==> config.mk <==
export PLATFORM = sky130hd
export DESIGN_NAME = string_escape_decoder_unit
export DESIGN_NICKNAME = d
export VERILOG_FILES = /design/src/sv/sed_pkg.sv /design/src/sv/sed_front.sv /design/src/sv/sed_queue.sv /design/src/sv/sed_back.sv /design/src/sv/string_escape_decoder_unit.sv
export SDC_FILE = /design/constraint.sdc
export NUM_CORES = 1
export LEC_CHECK = 0
export BUFFER_PORTS_ARGS = -buffer_cell sky130_fd_sc_hd__buf_2
export CAP_MARGIN = 20
export CORE_MARGIN = 4
export CORE_UTILIZATION = 45
export CTS_BUF_LIST = sky130_fd_sc_hd__clkbuf_16
export DETAILED_ROUTE_END_ITERATION = 8
export GPL_ROUTABILITY_DRIVEN = 0
export PLACE_DENSITY = 0.71
export SKIP_CTS_REPAIR_TIMING = 1
export SYNTH_ARGS = -nofsm -noshare
export SYNTH_HDL_FRONTEND = slang
export SYNTH_SLANG_ARGS = --single-unit
==> constraint.sdc <==
create_clock -name aclk -period 8.15 [get_ports aclk]
set_input_delay 0.815 -clock aclk [delete_from_list [all_inputs] [get_ports aclk]]
set_output_delay 0.815 -clock aclk [all_outputs]
set_load 0.1 [all_outputs]
==> src/sv/sed_pkg.sv <==
// Shared types, constants and character tables of the string escape decoder.
// Used by every module of the block; depends on nothing else.
package sed_pkg;

    localparam int QUEUE_DEPTH_DEFAULT = 4;

    localparam logic [1:0] ERR_NONE        = 2'd0;
    localparam logic [1:0] ERR_END_BSLASH  = 2'd1;
    localparam logic [1:0] ERR_BAD_ESCAPE  = 2'd2;

    localparam logic [7:0] CHAR_BACKSLASH = 8'h5C;
    localparam logic [7:0] CHAR_X         = 8'h78;
    localparam logic [7:0] ESC_BYTE       = 8'h1B;
    localparam logic [7:0] CLAMP_MAX      = 8'hFF;
    localparam logic [15:0] COUNT_MAX     = 16'hFFFF;
    localparam logic [2:0] OCT_MAX_DIGITS = 3'd4;
    localparam logic [4:0] HEX_LETTER_BASE = 5'd10;

    typedef struct packed {
        logic [7:0]  out_byte;
        logic [1:0]  error_code;
        logic        is_last;
        logic [15:0] byte_count;
    } result_t;

    typedef struct packed {
        logic    has_second;
        result_t first;
        result_t second;
    } entry_t;

    // Replacement byte of a single-character escape, zero when there is none.
    function automatic logic [7:0] simple_escape(input logic [7:0] c);
        logic [7:0] r;
        unique case (c)
            8'h22:   r = 8'h22;
            8'h27:   r = 8'h27;
            8'h5C:   r = 8'h5C;
            8'h61:   r = 8'h07;
            8'h62:   r = 8'h08;
            8'h45:   r = ESC_BYTE;
            8'h65:   r = ESC_BYTE;
            8'h66:   r = 8'h0C;
            8'h6E:   r = 8'h0A;
            8'h72:   r = 8'h0D;
            8'h74:   r = 8'h09;
            8'h76:   r = 8'h0B;
            default: r = 8'h00;
        endcase
        return r;
    endfunction

    // Valid flag in the top bit, digit value in the low four bits.
    function automatic logic [4:0] hex_digit(input logic [7:0] c);
        logic [4:0] r;
        logic [4:0] sum;
        r = 5'd0;
        sum = 5'd0;
        if (c >= 8'h30 && c <= 8'h39) begin
            r = {1'b1, c[3:0]};
        end else if ((c >= 8'h61 && c <= 8'h66) || (c >= 8'h41 && c <= 8'h46)) begin
            sum = HEX_LETTER_BASE + {2'b00, c[2:0]} - 5'd1;
            r = {1'b1, sum[3:0]};
        end
        return r;
    endfunction

    function automatic logic [15:0] sat_inc(input logic [15:0] v);
        return (v == COUNT_MAX) ? v : v + 16'd1;
    endfunction

endpackage

==> src/sv/sed_front.sv <==
// Front end: accepts characters, tracks the escape state and classifies each
// character into zero, one or two finished results. Depends on sed_pkg.
module sed_front import sed_pkg::*; (
    input  logic       aclk,
    input  logic       aresetn,
    input  logic       in_valid,
    output logic       in_ready,
    input  logic [7:0] in_char,
    input  logic       end_of_string,
    input  logic       push_full,
    output logic       push_valid,
    output entry_t     push_entry
);

    localparam logic [2:0] MODE_PLAIN    = 3'd0;
    localparam logic [2:0] MODE_ESC      = 3'd1;
    localparam logic [2:0] MODE_OCT      = 3'd2;
    localparam logic [2:0] MODE_HEXSTART = 3'd3;
    localparam logic [2:0] MODE_HEX      = 3'd4;
    localparam logic [2:0] MODE_DROP     = 3'd5;

    logic [2:0]  mode_reg, mode_next;
    logic [11:0] value_reg, value_next;
    logic [2:0]  taken_reg, taken_next;
    logic [15:0] count_reg, count_next;

    logic        accept;
    logic [7:0]  esc_byte;
    logic        is_oct;
    logic [4:0]  hex;
    logic [11:0] oct_acc;
    logic [11:0] hex_acc;
    logic [2:0]  taken_inc;
    logic        plain;
    logic [1:0]  n;
    logic [7:0]  b0, b1;
    logic [1:0]  e0, e1;
    logic        l0, l1;
    logic [15:0] cnt0, cnt1;

    function automatic logic [7:0] clamp(input logic [11:0] v);
        return (v > {4'd0, CLAMP_MAX}) ? CLAMP_MAX : v[7:0];
    endfunction

    assign in_ready = !push_full;
    assign accept   = in_valid && in_ready;
    assign esc_byte = simple_escape(in_char);
    assign is_oct   = (in_char[7:3] == 5'b00110);
    assign hex      = hex_digit(in_char);
    assign oct_acc  = {value_reg[8:0], in_char[2:0]};
    assign hex_acc  = {value_reg[7:0], hex[3:0]};
    assign taken_inc = taken_reg + 3'd1;

    always_comb begin
        mode_next  = mode_reg;
        value_next = value_reg;
        taken_next = taken_reg;
        plain = 1'b0;
        n  = 2'd0;
        b0 = 8'd0;
        e0 = ERR_NONE;
        l0 = 1'b0;
        b1 = 8'd0;
        e1 = ERR_NONE;
        l1 = 1'b0;
        unique case (mode_reg)
            MODE_DROP: begin
            end
            MODE_ESC: begin
                if (esc_byte != 8'd0) begin
                    n = 2'd1;
                    b0 = esc_byte;
                    l0 = end_of_string;
                    mode_next = MODE_PLAIN;
                end else if (is_oct) begin
                    value_next = {9'd0, in_char[2:0]};
                    taken_next = 3'd1;
                    mode_next  = MODE_OCT;
                    if (end_of_string) begin
                        n = 2'd1;
                        b0 = {5'd0, in_char[2:0]};
                        l0 = 1'b1;
                    end
                end else if (in_char == CHAR_X && !end_of_string) begin
                    mode_next = MODE_HEXSTART;
                end else begin
                    n = 2'd1;
                    e0 = ERR_BAD_ESCAPE;
                    l0 = 1'b1;
                    mode_next = MODE_DROP;
                end
            end
            MODE_OCT: begin
                if (is_oct) begin
                    value_next = oct_acc;
                    taken_next = taken_inc;
                    if (taken_inc >= OCT_MAX_DIGITS || end_of_string) begin
                        n = 2'd1;
                        b0 = clamp(oct_acc);
                        l0 = end_of_string;
                        mode_next = MODE_PLAIN;
                    end
                end else begin
                    n = 2'd1;
                    b0 = clamp(value_reg);
                    plain = 1'b1;
                end
            end
            MODE_HEXSTART: begin
                if (hex[4]) begin
                    value_next = {8'd0, hex[3:0]};
                    taken_next = 3'd1;
                    mode_next  = MODE_HEX;
                    if (end_of_string) begin
                        n = 2'd1;
                        b0 = {4'd0, hex[3:0]};
                        l0 = 1'b1;
                    end
                end else begin
                    n = 2'd1;
                    e0 = ERR_BAD_ESCAPE;
                    l0 = 1'b1;
                    mode_next = MODE_DROP;
                end
            end
            MODE_HEX: begin
                if (hex[4]) begin
                    value_next = hex_acc;
                    taken_next = taken_inc;
                    n = 2'd1;
                    b0 = hex_acc[7:0];
                    l0 = end_of_string;
                    mode_next = MODE_PLAIN;
                end else begin
                    n = 2'd1;
                    b0 = value_reg[7:0];
                    plain = 1'b1;
                end
            end
            default: begin
                plain = 1'b1;
            end
        endcase

        if (plain) begin
            mode_next = MODE_PLAIN;
            if (in_char == CHAR_BACKSLASH && !end_of_string) begin
                mode_next = MODE_ESC;
            end else if (n == 2'd0) begin
                n = 2'd1;
                b0 = (in_char == CHAR_BACKSLASH) ? 8'd0 : in_char;
                e0 = (in_char == CHAR_BACKSLASH) ? ERR_END_BSLASH : ERR_NONE;
                l0 = end_of_string;
            end else begin
                n = 2'd2;
                b1 = (in_char == CHAR_BACKSLASH) ? 8'd0 : in_char;
                e1 = (in_char == CHAR_BACKSLASH) ? ERR_END_BSLASH : ERR_NONE;
                l1 = end_of_string;
            end
        end

        if (end_of_string) begin
            mode_next  = MODE_PLAIN;
            value_next = 12'd0;
            taken_next = 3'd0;
        end
    end

    assign cnt0 = (e0 == ERR_NONE) ? sat_inc(count_reg) : count_reg;
    assign cnt1 = (e1 == ERR_NONE) ? sat_inc(cnt0) : cnt0;

    always_comb begin
        if (end_of_string) begin
            count_next = 16'd0;
        end else if (n == 2'd2) begin
            count_next = cnt1;
        end else if (n == 2'd1) begin
            count_next = cnt0;
        end else begin
            count_next = count_reg;
        end
    end

    assign push_valid = accept && (n != 2'd0);
    assign push_entry = '{has_second: (n == 2'd2),
                          first:  '{out_byte: b0, error_code: e0, is_last: l0, byte_count: cnt0},
                          second: '{out_byte: b1, error_code: e1, is_last: l1, byte_count: cnt1}};

    always_ff @(posedge aclk) begin
        if (!aresetn) begin
            mode_reg  <= MODE_PLAIN;
            value_reg <= 12'd0;
            taken_reg <= 3'd0;
            count_reg <= 16'd0;
        end else if (accept) begin
            mode_reg  <= mode_next;
            value_reg <= value_next;
            taken_reg <= taken_next;
            count_reg <= count_next;
        end
    end

endmodule

==> src/sv/sed_queue.sv <==
// Short register queue of classified entries between the front and back ends.
// Depends on sed_pkg for the entry type.
module sed_queue import sed_pkg::*; #(
    parameter int DEPTH = QUEUE_DEPTH_DEFAULT
) (
    input  logic   aclk,
    input  logic   aresetn,
    input  logic   wr_valid,
    input  entry_t wr_entry,
    output logic   full,
    output logic   rd_valid,
    input  logic   rd_ready,
    output entry_t rd_entry
);

    localparam int PTR_W = (DEPTH > 1) ? $clog2(DEPTH) : 1;
    localparam int CNT_W = $clog2(DEPTH + 1);
    localparam logic [PTR_W-1:0] PTR_LAST = PTR_W'(DEPTH - 1);
    localparam logic [CNT_W-1:0] CNT_FULL = CNT_W'(DEPTH);

    entry_t            slots_reg [DEPTH];
    logic [PTR_W-1:0]  wr_ptr_reg, rd_ptr_reg;
    logic [CNT_W-1:0]  fill_reg, fill_next;
    logic              do_wr, do_rd;

    assign full     = (fill_reg == CNT_FULL);
    assign rd_valid = (fill_reg != '0);
    assign rd_entry = slots_reg[rd_ptr_reg];
    assign do_wr    = wr_valid && !full;
    assign do_rd    = rd_valid && rd_ready;

    always_comb begin
        fill_next = fill_reg;
        if (do_wr && !do_rd) begin
            fill_next = fill_reg + CNT_W'(1);
        end else if (do_rd && !do_wr) begin
            fill_next = fill_reg - CNT_W'(1);
        end
    end

    always_ff @(posedge aclk) begin
        if (do_wr) begin
            slots_reg[wr_ptr_reg] <= wr_entry;
        end
    end

    always_ff @(posedge aclk) begin
        if (!aresetn) begin
            wr_ptr_reg <= '0;
            rd_ptr_reg <= '0;
            fill_reg   <= '0;
        end else begin
            fill_reg <= fill_next;
            if (do_wr) begin
                wr_ptr_reg <= (wr_ptr_reg == PTR_LAST) ? '0 : wr_ptr_reg + PTR_W'(1);
            end
            if (do_rd) begin
                rd_ptr_reg <= (rd_ptr_reg == PTR_LAST) ? '0 : rd_ptr_reg + PTR_W'(1);
            end
        end
    end

endmodule

==> src/sv/sed_back.sv <==
// Back end: unpacks queue entries into single results and holds the output
// register of the result channel. Depends on sed_pkg.
module sed_back import sed_pkg::*; (
    input  logic    aclk,
    input  logic    aresetn,
    input  logic    q_valid,
    output logic    q_ready,
    input  entry_t  q_entry,
    output logic    out_valid,
    input  logic    out_ready,
    output result_t out_result
);

    logic    out_valid_reg;
    result_t out_result_reg;
    logic    pend_reg;
    result_t pend_result_reg;
    logic    load;

    assign load     = !out_valid_reg || out_ready;
    assign q_ready  = load && !pend_reg;
    assign out_valid  = out_valid_reg;
    assign out_result = out_result_reg;

    always_ff @(posedge aclk) begin
        if (load) begin
            if (pend_reg) begin
                out_result_reg <= pend_result_reg;
            end else if (q_valid) begin
                out_result_reg  <= q_entry.first;
                pend_result_reg <= q_entry.second;
            end
        end
    end

    always_ff @(posedge aclk) begin
        if (!aresetn) begin
            out_valid_reg <= 1'b0;
            pend_reg      <= 1'b0;
        end else if (load) begin
            if (pend_reg) begin
                out_valid_reg <= 1'b1;
                pend_reg      <= 1'b0;
            end else begin
                out_valid_reg <= q_valid;
                pend_reg      <= q_valid && q_entry.has_second;
            end
        end
    end

endmodule

==> src/sv/string_escape_decoder_unit.sv <==
// Top level of the string escape decoder: front end, entry queue, back end.
// Depends on sed_pkg, sed_front, sed_queue and sed_back.
//
// Usage: characters of a string enter on the s_ channel, one per transfer,
// with s_end_of_string set on the final character. Decoded bytes leave on the
// m_ channel, one per transfer, each with its error code, last flag and the
// running byte count of the string. An error result is always marked last,
// and the rest of that string is dropped without results.
// A result passes through the queue and the output register after the
// transfer of the character that completes it. One character per cycle is
// taken while the queue is not full; the output register gives one result per
// cycle, and the QUEUE_DEPTH-entry queue absorbs the extra result of a
// character that completes two (a pending escape value and a plain character).
// Reset (aresetn low at a clock edge) returns the decoder to plain text,
// clears the byte count and empties the queue and output register.
// When the receiver stalls, the output holds its result, the queue fills,
// and s_ready falls once the queue is full.
module string_escape_decoder_unit import sed_pkg::*; #(
    parameter int QUEUE_DEPTH = QUEUE_DEPTH_DEFAULT
) (
    input  logic        aclk,
    input  logic        aresetn,
    input  logic        s_valid,
    output logic        s_ready,
    input  logic [7:0]  s_in_char,
    input  logic        s_end_of_string,
    output logic        m_valid,
    input  logic        m_ready,
    output logic [7:0]  m_out_byte,
    output logic [1:0]  m_error_code,
    output logic        m_is_last,
    output logic [15:0] m_byte_count
);

    logic    push_valid;
    logic    push_full;
    entry_t  push_entry;
    logic    q_valid;
    logic    q_ready;
    entry_t  q_entry;
    result_t result;

    sed_front u_front (
        .aclk          (aclk),
        .aresetn       (aresetn),
        .in_valid      (s_valid),
        .in_ready      (s_ready),
        .in_char       (s_in_char),
        .end_of_string (s_end_of_string),
        .push_full     (push_full),
        .push_valid    (push_valid),
        .push_entry    (push_entry)
    );

    sed_queue #(
        .DEPTH (QUEUE_DEPTH)
    ) u_queue (
        .aclk     (aclk),
        .aresetn  (aresetn),
        .wr_valid (push_valid),
        .wr_entry (push_entry),
        .full     (push_full),
        .rd_valid (q_valid),
        .rd_ready (q_ready),
        .rd_entry (q_entry)
    );

    sed_back u_back (
        .aclk       (aclk),
        .aresetn    (aresetn),
        .q_valid    (q_valid),
        .q_ready    (q_ready),
        .q_entry    (q_entry),
        .out_valid  (m_valid),
        .out_ready  (m_ready),
        .out_result (result)
    );

    assign m_out_byte   = result.out_byte;
    assign m_error_code = result.error_code;
    assign m_is_last    = result.is_last;
    assign m_byte_count = result.byte_count;

endmodule

==> Word level (Yosys, flattened, before mapping) <==
Memories as Yosys holds them, arrays and structs flattened. A register that Yosys moved wholly into a read port is not among the register bits.
Index checks and enable logic that the tools add are counted.
{ "totals": {"ramBits": 220, "memories": 1, "register_bits": 97} }
{ "classes": {"bitwise_logic": 1, "n_lt_le_gt_ge": 9, "n_mux": 106, "n_eq_ne": 34, "n_reduce_logical": 40, "n_addsub": 9} }
{ "memory_table": {"columns": ["memory", "words", "width", "read_ports", "rd_ports_with_merged_regs", "wr", "line_no", "rtl"], "rows": [
  ["u_queue.slots_reg", 4, 55, 1, 1, 1, "sed_queue.sv:21", "entry_t slots_reg [DEPTH];"]
]} }
{ "op_table": {"columns": ["op", "n"], "rows": [
  ["$mux W8", 15],
  ["$mux W16", 7],
  ["$eq A8 B7 Y1 const B", 11],
  ["$pmux W7 S11", 1],
  ["$mux W12", 6],
  ["$mux W27", 2],
  ["$mux W3", 17],
  ["$pmux W12 S4", 1],
  ["$mux W2", 19],
  ["$add A16 B1 Y16 const B", 2],
  ["$eq A16 B16 Y1 const B", 2],
  ["$pmux W8 S4", 1],
  ["$mux W1", 28],
  ["$gt A12 B8 Y1 const B", 2],
  ["$pmux W3 S4", 2],
  ["$eq A8 B6 Y1 const B", 2],
  ["$ge A8 B7 Y1 const B", 2],
  ["$le A8 B7 Y1 const B", 2],
  ["$logic_and A1 B1 Y1", 13],
  ["$ne A3 B2 Y1 const B", 4],
  ["$ne A4 B2 Y1 const B", 3],
  ["$mux W5", 2],
  ["$eq A3 B3 Y1 const B", 3],
  ["$ge A8 B6 Y1 const B", 1],
  ["other kinds (33)", 51]
]} }

==> Longest topological paths before layout <==
Gate-level depths: netlist (run 1).
{ "logic_depth": {"depth_word": 18, "ltp_mapped": 17, "depth_no_buf": 16} }

==> Cells and area by module <==
A second synthesis (run 1) with hierarchy kept.
{ "hier_totals": {"cells_unflattened": 1037, "hier_area_um2": 14908.0} }
{ "modules_own_cells": {"columns": ["mod", "seq_area_each_um2", "cells_per_inst", "area_each_um2", "n_inst"], "rows": [
  ["sed_queue", 6786.5, 338, 8486.9, 1],
  ["sed_front", 680.7, 603, 4222.8, 1],
  ["sed_back", 1661.6, 96, 2198.4, 1]
]} }

==> Worst setup path before layout (run 1) <==
Ideal clock, no wire load.
{ "synth_timing": {"path_type": "in2reg", "from": "in s_in_char[0]", "to": "mem u_queue.slots_reg[0][0] in the netlist's numbering, enable pin", "arrival_time_ps": 4501, "path_buffers": 0, "required_time_ps": 7733, "setup_ps": 417, "path_stages": 11, "path_slack_ps": 3232, "path_cell_list": "inv_1 ha_1 nor3b_1 nor4_4 a21oi_1 a21oi_1 o21ai_0 ha_1 nor3_1 nor3_1 and2_1"} }
{ "synth_between": {"elab_chain_cells": 16, "elab_cells_between_ends": 46, "classes_between": "order compare (6); eq/ne (13); mux (15); reduce/logical (12)"} }
{ "synth_rtl": {"columns": ["item", "line_no", "rtl"], "rows": [
  ["start, declared", "string_escape_decoder_unit.sv:25", "input logic [7:0] s_in_char,"],
  ["$ge A8 B7 Y1 or $le A8 B7 Y1 (tied branches)", "sed_pkg.sv:61", "end else if ((c >= 8'h61 && c <= 8'h66) || (c >= 8'h41 && c <= 8'h46)) begin"],
  ["$logic_and A1 B1 Y1", "sed_pkg.sv:61", null],
  ["$logic_or A1 B1 Y1", "sed_pkg.sv:61", null],
  ["$mux W5", "sed_pkg.sv:61", null],
  ["$mux W5", "sed_pkg.sv:59", "if (c >= 8'h30 && c <= 8'h39) begin"],
  ["$mux W1", "sed_front.sv:110", "if (hex[4]) begin"],
  ["$pmux W2 S4", "sed_front.sv:66", "unique case (mode_reg)"],
  ["$logic_not A2 Y1", "sed_front.sv:149", "end else if (n == 2'd0) begin"],
  ["$mux W2", "sed_front.sv:149", null],
  ["$mux W2", "sed_front.sv:147", "if (in_char == CHAR_BACKSLASH && !end_of_string) begin"],
  ["$mux W2 *", "sed_front.sv:145", "if (plain) begin"],
  ["$reduce_bool A2 Y1 *", "sed_front.sv:184", "assign push_valid = accept && (n != 2'd0);"],
  ["$logic_and A1 B1 Y1 *", "sed_front.sv:184", null],
  ["$logic_and A1 B1 Y1 *", "sed_queue.sv:29", "assign do_wr = wr_valid && !full;"],
  ["net u_queue.do_wr", "sed_queue.sv:24", "logic do_wr, do_rd;"],
  ["$mux W1 *", "sed_queue.sv:42", "if (do_wr) begin"],
  ["$mux W1 (not written as such) *", "sed_queue.sv:43", "slots_reg[wr_ptr_reg] <= wr_entry;"],
  ["end, declared", "sed_queue.sv:21", null]
]} }
The timed path passes the listed nets; every way through them passes the cells marked *.

==> Final worst setup path (run 1) <==
{ "layout_timing": {"from": "in s_in_char[0]", "to": "mem u_queue.slots_reg[0][15] in the netlist's numbering, enable pin"} }
Same word-level chain as after synthesis.

==> results.json, run 1 <==
{
  "status": "finished clean",
  "p_per_area_nw_per_um2": 312,
  "clock_sinks": 314,
  "io_buffers": 41,
  "overflow": 0,
  "cts_inserted_buffers": 34,
  "final_cell_mix": "edfxtp_1, nor2_1, nand2_1",
  "rsz0062_at_grt": "no",
  "postPlaceCellArea_um2": 15000,
  "cts_tree": "yes",
  "dr.first_iter.drc_count": 713,
  "synth_edf_count": 269,
  "power_mw": 5.01,
  "drv_cap": 0,
  "layout.nets": 1095,
  "drive_gt1_share_pct": 19.6,
  "grt.total_usage_pct": 17.1,
  "synthArstFlopShare_pct": 0,
  "cp_max_fo": 33,
  "grt_pass1_wl_mm": 48.2,
  "place_inst": 1432,
  "path_clk_slew_ps": 50,
  "grt_max_degree": 55,
  "tightest_slew_ps": 1040,
  "power_leakage_nw": 5.40,
  "yosysWarnings": 0,
  "rows": 65,
  "ios": 42,
  "synthTopCellsByArea": "edfxtp_1, mux4_2, dfxtp_1",
  "layout_min_cycle_time_ps": 5020,
  "synthFlopType": "edfxtp_1",
  "vias": 8888,
  "firstDrtPassIters": 6,
  "stdcell_area_um2": 16100,
  "dp_hpwl_mm": 19.4,
  "drtAntennaViolNets": 0,
  "layout_commonest_cell": "edfxtp_1",
  "setup_violations": 0,
  "crit_arrival_ps": 5180,
  "maxSlewViolCount": 0,
  "ys_seq_area_share_pct": 62.4,
  "routed_via_density": 5.95,
  "ys_ff_latch": 314,
  "syn_area_per_cell_um2": 13.9,
  "largest_reg_flops": 216,
  "yosysTopAreaCellShare_pct": 56.2,
  "antenna_found_initial": 0,
  "area.growth.synth_to_final_pct": 11.7,
  "die_area_um2": 34900,
  "start_util_pct": 45.6,
  "cp-start-kind": "input pin",
  "relSlewSlack_pct": 30.0,
  "seq_area_um2": 8980,
  "syn_nets": 1061,
  "die_h_um": 187,
  "nFillCells": 2625,
  "critPathKind": "in -> reg",
  "syn_inst": 1033,
  "core_um2": 31600,
  "yosysTopAreaCell": "edfxtp_1",
  "wl_mm": 30.2,
  "netlist_area_um2": 14400,
  "htreeDepth": 2,
  "fin_crit_sh_pct": 61.6,
  "final_cells": 1494,
  "grt_pass1_vias": 8811,
  "tns_ps": 0,
  "yosysUniqueCellTypes": 83,
  "fp.dieW_um": 187,
  "hold_viol": 0,
  "antennaDiodeCount": 0,
  "max_freq_mhz": 199,
  "critPathCaptureType": "flip-flop",
  "fin_worst_skew_ps": 25.6,
  "cts.path.max_buffers": 3,
  "wl_per_cell_um": 20.2,
  "drcViolationCount": 0,
  "clk_latency_ps": 510,
  "cts_root_buf": "clkbuf_16",
  "ir_worst_vdd_mv": 0.190,
  "cp.required_ps": 8310,
  "hp-class": "reg -> reg",
  "multi_input_area_um2": 5080
}
final timing paths:
check / start / end / slack (ps) / cells past startpoint
max reg2reg: u_front.mode_reg[0] / u_queue.slots_reg[0][15] / 3420 / 10
min: u_front.taken_reg[1] / u_front.taken_reg[1] / 490 / 2
min reg2reg: u_front.taken_reg[1] / u_front.taken_reg[1] / 490 / 2
max: s_in_char[0] / u_queue.slots_reg[0][15] / 3130 / 14
logic make-up after synthesis:
group,count (synthesis),share of synthesized area [%]
simple gates,322,11.7
flops,314,62.4
compound gates,161,7.85
mux,101,12.0
buf+inv,83,2.44
xor+xnor,37,2.25
fa+ha+maj,15,1.36
layer usage:
metal  up-vias  part of all wire, %  track usage (%)
met5         -                    0                0
met4         0                  2.5             5.03
met3        66                  6.1             3.12
met2       320                   48             27.4
met1      4399                   44             24.1
li1       4103                    -                -
critical path, stage by stage:
cell       delay [ps]
buf_2             160
inv_1             150
ha_1              300
o21bai_2          140
a2111oi_4         460
a21oi_1            80
buf_4             210
a21oi_1           190
o21ai_0           180
ha_1              390
nor3_1             70
nor3_1            680
and2_2            880
buf_4             450
power by group:
group / internal (mW) / switching [mW]
sequential: 2.09 / 0.0889
combinational: 0.395 / 0.992
clock: 0.848 / 0.597
synth_stat cells, types with 5 or more instances:
cell type,number
o21ai_0,38
o211ai_1,6
xnor2_1,27
and2_1,10
nand3_1,22
xor2_1,10
and3_1,13
mux2_2,32
o31ai_1,7
or3_1,8
buf_2,7
mux4_2,54
a21oi_1,26
a211oi_1,6
or4_1,6
nor2_1,84
nand2b_1,5
nand4_1,9
mux2i_1,15
and4_1,5
nor2b_1,13
dfxtp_1,45
nand2_1,69
nor4_1,19
a31oi_1,12
o22ai_1,8
edfxtp_1,269
a22o_1,11
a22oi_1,11
ha_1,14
inv_1,25
clkbuf_1,41
nor3_1,30
nand3b_1,6
layout make-up:
class | count | area share [%]
tap | 402 | 3.13
clock inverter | 26 | 1.23
timing repair buffer | 55 | 2.01
clock buffer | 35 | 5.45
sequential | 314 | 55.9
multi-input combinational | 636 | 31.6
inverter | 26 | 0.608
through the flow:
stage / hold WS, ps / setup slack [ps] / utilization (%)
final: 493 / 3130 / 50.9
after floorplan: 458 / 3230 / -
after detailed placement: 484 / 2620 / 47.4
after global placement: 470 / 2740 / 47.4
after global routing: 539 / 2760 / 50.9
after CTS: 496 / 3150 / 50.8
(Power assumes the default switching activity.)
==> run 2: changes to the inputs <==
clock period = 5 ns   (was 8.15 ns; I/O delays follow)
==> run 2 against run 1 <==
Against the previous run:
- critical path depth decreased by 1
- non-clock buffer count increased by 15
- hold slack got worse by 200 ps
- combinational power increased by 63%
- flip-flop and latch count unchanged
- clock skew increased by 0.94 ps
- count of clock-buffer cells in the layout decreased by 4
- cell count increased by 0.80%
- core utilization about the same
- total power increased by 58%
- worst setup slack got worse by 2600 ps
- sequential power increased by 64%
- critical endpoint is now u_front.count_reg[10]
- largest cell class unchanged
- largest power group unchanged
==> results.json, run 2 (synthesized netlist as in run 1, its figures left out) <==
{
  "hold_viol": 0,
  "hold_depth": 2,
  "rows": 65,
  "critPathBufInv": 0,
  "fp.dieW_um": 187,
  "cp_max_fo": 16,
  "grt_max_degree": 49,
  "fin_crit_sh_pct": 90.4,
  "core_um2": 31600,
  "cpMaxStageDelayCell": "dfxtp_1",
  "max_freq_mhz": 221,
  "vias": 9031,
  "setup_violations": 0,
  "grt_pass1_vias": 8890,
  "antennaDiodeCount": 0,
  "grt.total_usage_pct": 17.6,
  "cts.path.max_buffers": 3,
  "tns_ps": 0,
  "power_leakage_nw": 5.42,
  "overflow": 0,
  "drive_gt1_share_pct": 19.9,
  "layout_commonest_cell": "edfxtp_1",
  "relSlewSlack_pct": 33.8,
  "area.growth.synth_to_final_pct": 11.6,
  "start_util_pct": 45.6,
  "drtAntennaViolNets": 0,
  "wl_per_cell_um": 20.7,
  "cp_common_cell": "nand2_1",
  "nFillCells": 2636,
  "final_cell_mix": "edfxtp_1, nor2_1, nand2_1",
  "tightest_slew_ps": 979,
  "cts_root_buf": "clkbuf_16",
  "grtUsageMet1_pct": 25.5,
  "critPathKind": "reg -> reg",
  "maxSlewViolCount": 0,
  "grt_util_met2_pct": 28.3,
  "grt_use_met3_pct": 2.47,
  "die_area_um2": 34900,
  "clock_sinks": 314,
  "path_clk_slew_ps": 60,
  "die_h_um": 187,
  "slowest_delay_ps": 600,
  "crit_arrival_ps": 4980,
  "largest_reg_flops": 216,
  "antenna_found_initial": 0,
  "drcViolationCount": 0,
  "clk_latency_ps": 560,
  "worst_r2r_path_depth": 13,
  "stdcell_area_um2": 16100,
  "layout.nets": 1107,
  "layout_min_cycle_time_ps": 4520,
  "status": "finished clean",
  "dr.first_iter.drc_count": 1065,
  "cp.depth": 13,
  "fin_worst_skew_ps": 26.5,
  "postPlaceCellArea_um2": 15100,
  "rsz0062_at_grt": "no",
  "ir_worst_vdd_mv": 0.389,
  "drv_cap": 0,
  "firstDrtPassIters": 5,
  "path_cells": "nor2b_1 > nand2_1 > a211oi_1 > nor2_1 > nand2_1 > nand2_1 > nand2_1 > ha_1 > o31ai_1 > or3_1 > or3_4 > or4_1 > a32o_1",
  "htreeDepth": 1,
  "hp-class": "in -> reg",
  "cp-start-kind": "flip-flop",
  "grt-busiest-layer": "met2",
  "ios": 42,
  "io_buffers": 41,
  "cp_top_family": "simple AND/OR/NAND/NOR gates",
  "cts_tree": "yes",
  "grt_pass1_wl_mm": 50.1,
  "dp_hpwl_mm": 20.0,
  "p_per_area_nw_per_um2": 494,
  "wl_mm": 31.1,
  "cp.required_ps": 5460,
  "critPathCaptureType": "flip-flop",
  "routed_via_density": 6.00,
  "cts_inserted_buffers": 31
}
## run 2: cell count changes in the layout (fill, tap and decap cells not counted), sizes merged
cell,previous run,this run
clkbuf,35,31
clkinvlp,0,1
clkinv,14,9
bufinv,2,1
inv,36,42
buf,55,70
## run 2: worst paths after layout
check,start,end,slack [ps]
worst max-delay path,u_front.mode_reg[1],u_front.count_reg[10],480
worst max register to register,u_front.mode_reg[1],u_front.count_reg[10],480
worst min-delay path,aresetn,u_front.count_reg[15],290
worst min register to register,u_front.taken_reg[1],u_front.taken_reg[1],500
## run 2: worst reg2reg max path, stage by stage (launching register included)
cell and delay (ps):
dfxtp_1 600, nor2b_1 390, nand2_1 150, a211oi_1 560, nor2_1 210, nand2_1 210
nand2_1 80, nand2_1 190, ha_1 280, o31ai_1 150, or3_1 430, or3_4 430
or4_1 480, a32o_1 250
## run 2: layer usage
metal,wire length (µm),vias up,share of wire (%)
met5,0,-,0
met1,13800,4481,44
li1,-,4132,-
met3,1900,62,6.1
met2,14600,356,47
met4,745,0,2.4
## run 2: area by class of cell
class                      instances  area, µm²  share of cell area [%]
sequential                       314       8980                    56.0
multi-input combinational        636       5080                    31.6
inverter                          26       97.6                   0.608
tap                              402        503                    3.13
timing repair buffer              70        473                    2.95
clock inverter                    27        139                   0.865
clock buffer                      31        776                    4.83
## run 2: power by group
part	total [mW]	switching [mW]	internal, mW
Combinational	2.27	1.61	0.658
Clock	2.09	0.922	1.16
Sequential	3.57	0.170	3.40
## run 2: metrics by stage
step	total power, mW	hold WS (ps)	utilization, %	worst slack [ps]	instances
floorplan	5.39	458	-	397	1033
finish	7.93	294	50.9	480	1506
CTS	8.01	269	50.8	616	1505
global route	8.29	283	50.9	183	1506
detailed placement	5.92	492	47.9	214	1447
global placement	5.87	472	47.9	414	1447
